## src/design/hrhf_pkg.sv

```systemverilog
// Shared types and constants for the HTTP request head framer.
package hrhf_pkg;

  typedef logic [7:0]  byte_t;
  typedef logic [1:0]  verdict_t;
  typedef logic [2:0]  pstate_t;
  typedef logic [15:0] count_t;

  // Recogniser states
  localparam pstate_t ST_METHOD  = 3'd0;
  localparam pstate_t ST_SP1     = 3'd1;
  localparam pstate_t ST_URI     = 3'd2;
  localparam pstate_t ST_SP2     = 3'd3;
  localparam pstate_t ST_VERSION = 3'd4;
  localparam pstate_t ST_LF      = 3'd5;
  localparam pstate_t ST_LINE    = 3'd6;

  // Verdict codes
  localparam verdict_t V_INCOMPLETE = 2'd0;
  localparam verdict_t V_COMPLETE   = 2'd1;
  localparam verdict_t V_INVALID    = 2'd2;

  // Characters of interest
  localparam byte_t CH_SP  = 8'h20;
  localparam byte_t CH_CR  = 8'h0D;
  localparam byte_t CH_LF  = 8'h0A;
  localparam byte_t CH_TAB = 8'h09;

  localparam longint unsigned COUNT_MAX = 64'd65535;

endpackage

```

## src/design/hrhf_if.sv

```systemverilog
// Valid/ready channel interfaces for received bytes and framing results.
interface hrhf_in_if;
  logic             valid;
  logic             ready;
  hrhf_pkg::byte_t  rx_byte;

  modport source (output valid, output rx_byte, input ready);
  modport sink   (input valid, input rx_byte, output ready);
endinterface

interface hrhf_out_if;
  logic               valid;
  logic               ready;
  hrhf_pkg::verdict_t verdict;
  logic               old_style;
  hrhf_pkg::count_t   head_length;

  modport source (output valid, output verdict, output old_style, output head_length,
                  input ready);
  modport sink   (input valid, input verdict, input old_style, input head_length,
                  output ready);
endinterface

```

## src/design/http_request_head_framer_unit.sv

```systemverilog
// HTTP request head framer: per-byte recogniser with registered result word.
// The result for a byte is registered and shown in the cycle after the byte is taken.
// Throughput: one byte per cycle while a pending result word is taken; the state
// register and the byte counter are updated in the accepting cycle, and the result register drains in parallel.
// Reset (synchronous, rst_n low): recogniser to the method state, count to
// zero, result register emptied.
module http_request_head_framer_unit #(
  parameter longint unsigned MAX_HEAD_BYTES = 65535
) (
  input  logic                clk,
  input  logic                rst_n,
  hrhf_in_if.sink             in_ch,
  hrhf_out_if.source          out_ch
);

  localparam longint unsigned CAP =
    (MAX_HEAD_BYTES < hrhf_pkg::COUNT_MAX) ? MAX_HEAD_BYTES : hrhf_pkg::COUNT_MAX;
  localparam hrhf_pkg::count_t CAP16 = hrhf_pkg::count_t'(CAP);

  hrhf_pkg::pstate_t  parse_state_r, parse_state_nxt, st_next;
  hrhf_pkg::count_t   byte_count_r, byte_count_nxt, cnt_inc;
  logic               out_valid_r, out_valid_nxt;
  hrhf_pkg::verdict_t verdict_r, verdict_nxt, verdict_c;
  logic               old_style_r, old_style_nxt, old_c;
  hrhf_pkg::count_t   head_length_r, head_length_nxt;
  logic               in_fire;
  logic               is_letter;
  hrhf_pkg::byte_t    c;

  assign in_ch.ready = !out_valid_r || out_ch.ready;
  assign in_fire     = in_ch.valid && in_ch.ready;
  assign c           = in_ch.rx_byte;

  assign out_ch.valid       = out_valid_r;
  assign out_ch.verdict     = verdict_r;
  assign out_ch.old_style   = old_style_r;
  assign out_ch.head_length = head_length_r;

  // Saturate at the cap and hold
  assign cnt_inc = (byte_count_r >= CAP16) ? CAP16 : byte_count_r + 16'd1;

  always_comb begin
    is_letter = (c inside {[8'h41:8'h5A], [8'h61:8'h7A]});
    st_next   = parse_state_r;
    verdict_c = hrhf_pkg::V_INCOMPLETE;
    old_c     = 1'b0;
    case (parse_state_r)
      hrhf_pkg::ST_SP1, hrhf_pkg::ST_SP2: begin
        if (c == hrhf_pkg::CH_SP) begin
          st_next = parse_state_r;
        end else if (c == hrhf_pkg::CH_CR || c == hrhf_pkg::CH_LF ||
                     c == hrhf_pkg::CH_TAB) begin
          verdict_c = hrhf_pkg::V_INVALID;
        end else begin
          st_next = (parse_state_r == hrhf_pkg::ST_SP1) ? hrhf_pkg::ST_URI
                                                        : hrhf_pkg::ST_VERSION;
        end
      end
      hrhf_pkg::ST_URI: begin
        if (c == hrhf_pkg::CH_LF) begin
          verdict_c = hrhf_pkg::V_COMPLETE;
          old_c     = 1'b1;
        end else if (c == hrhf_pkg::CH_SP) begin
          st_next = hrhf_pkg::ST_SP2;
        end else if (c == hrhf_pkg::CH_TAB) begin
          verdict_c = hrhf_pkg::V_INVALID;
        end
      end
      hrhf_pkg::ST_VERSION: begin
        if (c == hrhf_pkg::CH_LF) begin
          st_next = hrhf_pkg::ST_LF;
        end else if (c == hrhf_pkg::CH_SP || c == hrhf_pkg::CH_TAB) begin
          verdict_c = hrhf_pkg::V_INVALID;
        end
      end
      hrhf_pkg::ST_LF: begin
        if (c == hrhf_pkg::CH_LF) begin
          verdict_c = hrhf_pkg::V_COMPLETE;
        end else if (c != hrhf_pkg::CH_CR) begin
          st_next = hrhf_pkg::ST_LINE;
        end
      end
      hrhf_pkg::ST_LINE: begin
        if (c == hrhf_pkg::CH_LF) begin
          st_next = hrhf_pkg::ST_LF;
        end
      end
      default: begin
        // method word; the unused code behaves the same
        if (c == hrhf_pkg::CH_SP) begin
          st_next = hrhf_pkg::ST_SP1;
        end else if (!is_letter) begin
          verdict_c = hrhf_pkg::V_INVALID;
        end else begin
          st_next = hrhf_pkg::ST_METHOD;
        end
      end
    endcase
  end

  always_comb begin
    parse_state_nxt = parse_state_r;
    byte_count_nxt  = byte_count_r;
    out_valid_nxt   = out_valid_r;
    verdict_nxt     = verdict_r;
    old_style_nxt   = old_style_r;
    head_length_nxt = head_length_r;
    if (out_valid_r && out_ch.ready) begin
      out_valid_nxt = 1'b0;
    end
    if (in_fire) begin
      out_valid_nxt   = 1'b1;
      verdict_nxt     = verdict_c;
      old_style_nxt   = old_c;
      head_length_nxt = cnt_inc;
      // Start a new request after a complete or invalid verdict
      if (verdict_c != hrhf_pkg::V_INCOMPLETE) begin
        parse_state_nxt = hrhf_pkg::ST_METHOD;
        byte_count_nxt  = '0;
      end else begin
        parse_state_nxt = st_next;
        byte_count_nxt  = cnt_inc;
      end
    end
  end

  always_ff @(posedge clk) begin
    if (!rst_n) begin
      parse_state_r <= hrhf_pkg::ST_METHOD;
      byte_count_r  <= '0;
      out_valid_r   <= 1'b0;
    end else begin
      parse_state_r <= parse_state_nxt;
      byte_count_r  <= byte_count_nxt;
      out_valid_r   <= out_valid_nxt;
    end
  end

  always_ff @(posedge clk) begin
    verdict_r     <= verdict_nxt;
    old_style_r   <= old_style_nxt;
    head_length_r <= head_length_nxt;
  end

`ifndef SYNTHESIS
  a_old_only_complete: assert property (@(posedge clk) disable iff (!rst_n)
    (out_valid_r && old_style_r) |-> (verdict_r == hrhf_pkg::V_COMPLETE))
    else $error("old_style set without a complete verdict");

  a_restart_after_verdict: assert property (@(posedge clk) disable iff (!rst_n)
    (in_fire && verdict_c != hrhf_pkg::V_INCOMPLETE)
      |=> (parse_state_r == hrhf_pkg::ST_METHOD && byte_count_r == '0))
    else $error("recogniser not restarted after a verdict");

  a_count_capped: assert property (@(posedge clk) disable iff (!rst_n)
    byte_count_r <= CAP16)
    else $error("byte count beyond cap");

  a_length_nonzero: assert property (@(posedge clk) disable iff (!rst_n)
    out_valid_r |-> (head_length_r != '0))
    else $error("result word with zero length");

  a_count_tracks_length: assert property (@(posedge clk) disable iff (!rst_n)
    (in_fire && verdict_c == hrhf_pkg::V_INCOMPLETE) |=> (byte_count_r == head_length_r))
    else $error("byte count and reported length disagree");
`endif

endmodule

```

## src/flat_wrapper.sv

```systemverilog
// flat-port wrapper written by rule: the top's interface ports become plain ports
module http_request_head_framer_unit_flat 
#(
  parameter longint unsigned MAX_HEAD_BYTES = 65535
)
  (clk, rst_n, in_ch_valid, in_ch_rx_byte, in_ch_ready, out_ch_valid, out_ch_verdict, out_ch_old_style, out_ch_head_length, out_ch_ready);
  hrhf_in_if in_ch_i ();
  hrhf_out_if out_ch_i ();
  input  logic clk;
  input  logic rst_n;
  input wire logic [$bits(in_ch_i.valid)-1:0] in_ch_valid;
  input wire logic [$bits(in_ch_i.rx_byte)-1:0] in_ch_rx_byte;
  output wire logic [$bits(in_ch_i.ready)-1:0] in_ch_ready;
  output wire logic [$bits(out_ch_i.valid)-1:0] out_ch_valid;
  output wire logic [$bits(out_ch_i.verdict)-1:0] out_ch_verdict;
  output wire logic [$bits(out_ch_i.old_style)-1:0] out_ch_old_style;
  output wire logic [$bits(out_ch_i.head_length)-1:0] out_ch_head_length;
  input wire logic [$bits(out_ch_i.ready)-1:0] out_ch_ready;
  assign in_ch_i.valid = in_ch_valid;
  assign in_ch_i.rx_byte = in_ch_rx_byte;
  assign in_ch_ready = in_ch_i.ready;
  assign out_ch_valid = out_ch_i.valid;
  assign out_ch_verdict = out_ch_i.verdict;
  assign out_ch_old_style = out_ch_i.old_style;
  assign out_ch_head_length = out_ch_i.head_length;
  assign out_ch_i.ready = out_ch_ready;
  http_request_head_framer_unit #(.MAX_HEAD_BYTES(MAX_HEAD_BYTES)) u_core (.clk(clk), .rst_n(rst_n), .in_ch(in_ch_i), .out_ch(out_ch_i));
endmodule
```

## config.mk

```make
export PLATFORM = sky130hd
export DESIGN_NAME = http_request_head_framer_unit_flat
export DESIGN_NICKNAME = d
export VERILOG_FILES = /design/src/design/hrhf_pkg.sv /design/src/design/hrhf_if.sv /design/src/design/http_request_head_framer_unit.sv /design/src/flat_wrapper.sv
export SDC_FILE = /design/constraint.sdc
export NUM_CORES = 1
export LEC_CHECK = 0
export ABC_AREA = 1
export BUFFER_PORTS_ARGS = -buffer_cell sky130_fd_sc_hd__buf_2
export CAP_MARGIN = 20
export CORE_MARGIN = 5
export CORE_UTILIZATION = 45
export DETAILED_ROUTE_END_ITERATION = 8
export PLACE_DENSITY_LB_ADDON = 0.12
export SKIP_LAST_GASP = 1
export SLEW_MARGIN = 0
export SYNTH_ARGS = -nofsm -noshare
export SYNTH_HDL_FRONTEND = slang
export SYNTH_SLANG_ARGS = --single-unit
```

## constraint.sdc

```tcl
create_clock -name clk -period 4.1 [get_ports clk]
set_input_delay 0.82 -clock clk [delete_from_list [all_inputs] [get_ports clk]]
set_output_delay 0.82 -clock clk [all_outputs]
set_load 0.005 [all_outputs]
```

==> impl_metrics.json <==
{
  "yosysSeqAreaShare": 0.427,
  "antenna_found_initial": 0,
  "power_density_nw_per_um2": 456,
  "ys_seq_elements": 39,
  "viasPerCell": 4.78,
  "ios": 33,
  "max_freq_mhz": 450,
  "fin_area_um2": 2570,
  "cts_root_buf": "clkbuf_8",
  "cp_max_fo": 24,
  "drive_gt1_frac": 0.296,
  "slew_headroom": 0.358,
  "synthTopCellsByArea": "edfxtp_1 25%, dfxtp_1 18%, nand2_1 12%, nand2_2 5.2%, inv_1 4.8%",
  "gp_congestion": 0.775,
  "rsz0062_at_grt": "false",
  "die-area_um2": 6580,
  "worst_slew_pin_slew_ns": 0.962,
  "cp_data_required_time_ns": 4.28,
  "hold_class": "flop to flop",
  "grt_pass1_wl_um": 7710,
  "worstSkewPairLatency_ns": 0.30,
  "place_area_um2": 2460,
  "drv_cap": 0,
  "maxSlewViolCount": 0,
  "cts_tree": "done",
  "h-tree-depth": 2,
  "crit_arrival_ns": 2.40,
  "die-height_um": 81.1,
  "fin_skew_ns": 0.0125,
  "clkSlewWorstSetupHoldPaths_ns": 0.08,
  "antenna_cells": 0,
  "ir_drop_uv": 210,
  "yosys_warnings": 0,
  "globalRouteOverflowTotal": 0,
  "start_kind": "input port",
  "clockBufferDepth": 2,
  "clock_sinks": 39,
  "criticalPathCategory": "input port to flop",
  "nets": 326,
  "io_buffer_count": 32,
  "postCtsSetupBuffers": 0,
  "area_growth_pct": 13.1,
  "fp-row-count": 25,
  "ctsHoldBuffers": 0,
  "die_x_um": 81.1,
  "fin_crit_sh": 0.542,
  "fin_crit_ns": 2.22,
  "start_util": 0.472,
  "syn_inst": 278,
  "post-route-drc-count": 0,
  "postRouteAntennaNets": 0,
  "via_count": 1823,
  "syn_area_um2": 2270,
  "synth_cell_types": 34,
  "finalSetupViolCount": 0,
  "cts_resized": 0,
  "worstSetupEndpointType": "flop",
  "final-hold-violation-count": 0,
  "avgSynthCellArea_um2": 8.18,
  "core_area_um2": 4820,
  "grt_use_total": 0.151,
  "drt-initial-drc-count": 111,
  "wl_per_cell_um": 11.7,
  "wl_um": 4470,
  "firstDrtPassIters": 4,
  "grt_pass1_vias": 1694,
  "synth_fp_nets": 291,
  "grt_max_degree": 25,
  "cts_buffers": 5,
  "hpwl_um": 3280,
  "status": "finished clean",
  "fin_tns_setup_ns": 0,
  "synth_top_area_frac": 0.251,
  "synth_top_cell_by_area": "edfxtp_1",
  "power_leakage_nw": 1.13
}
[critical path: stages]
cell and delay, ns:
buf_2 0.07, inv_1 0.03, nand2_1 0.09, nand2_2 0.27
inv_1 0.81, nand3_1 0.16, nand2_1 0.09, nor2_1 0.04
[final cells by class]
class                   instances  area (um2)
clock inverters                 3        42.5
repair buffers                 32         160
inverters                      37         139
clock buffers                   5        68.8
fillers                       503        2240
flip-flops and latches         39         971
well taps                      67        83.8
multi-input cells             198        1110
[power by group]
group	switching (W)	internal [W]
logic	0.000241	0.000128
clock network	0.000139	0.000181
registers	0.0000354	0.000448
total	0.000416	0.000758
[synthesized netlist by cell type (all sizes together)]
cell    number
o21ai        8
buf          3
nand4        5
clkbuf       1
inv         35
dfxtp       20
o21a         1
clkinv       2
nor4         1
nor3         6
xor2         5
nor2        30
xnor2        1
a21oi       24
nand3       22
edfxtp      19
nand2       93
nand3b       1
ha           1
[path summary, 6_finish.rpt]
| check | slack (ns) | from | to | cells past startpoint |
|---|---|---|---|---|
| setup / recovery | 1.88 | out_ch_ready | u_core.parse_state_r[1]$_SDFFE_PN0P_ | 8 |
| hold / removal | 0.48 | u_core.byte_count_r[15]$_SDFFE_PN0P_ | u_core.byte_count_r[15]$_SDFFE_PN0P_ | 2 |
| setup reg to reg | 2.10 | u_core.byte_count_r[0]$_SDFFE_PN0P_ | u_core.byte_count_r[8]$_SDFFE_PN0P_ | 9 |
| hold reg to reg | 0.48 | u_core.byte_count_r[15]$_SDFFE_PN0P_ | u_core.byte_count_r[15]$_SDFFE_PN0P_ | 2 |
[cells in the final DEF (no fill, tap or decap), types with 6 or more instances in the layout]
cell,synthesis,final
a21oi_1,13,13
a21oi_2,11,11
buf_2,0,32
dfxtp_1,20,20
edfxtp_1,19,19
inv_1,29,29
inv_2,6,6
nand2_1,72,72
nand2_2,19,19
nand3_1,16,16
nor2_1,26,26
[kinds of logic after synthesis]
| kind of cell | count (synthesis) | share of synthesized area |
|---|---|---|
| flops | 39 | 0.427 |
| compound gates | 33 | 0.0985 |
| xor+xnor | 6 | 0.0231 |
| simple gates | 158 | 0.360 |
| fa+ha+maj | 1 | 0.00550 |
| buf+inv | 41 | 0.0858 |
[routing by layer]
metal,wire length [um],global-route usage,share of wire
met1,2170,0.199,0.48
met2,2070,0.242,0.46
met5,0,0,0
met3,163,0.0344,0.036
met4,63,0.0557,0.014
[sequential cells by signal, indices dropped and copies added (netlist names)]
register                   cells
u_core.parse_state_r           3
u_core.out_ch.verdict          2
u_core.byte_count_r           16
u_core.out_ch.head_length     16
u_core.out_ch.old_style        1
u_core.out_ch.valid            1
[per-stage QoR]
step	hold WS (ns)	worst slack, ns	power (W)	std cells	util
6_report	0.484	1.88	0.00117	381	0.534
5_1_grt	0.504	1.68	0.00126	381	0.534
4_1_cts	0.485	1.84	0.00119	381	0.534
3_5_place_dp	0.473	1.56	0.000867	373	0.511
3_3_place_gp	0.471	1.63	0.000864	373	0.511
2_1_floorplan	0.455	2.09	0.000809	278	-
Power figures use the tool's default switching activity.
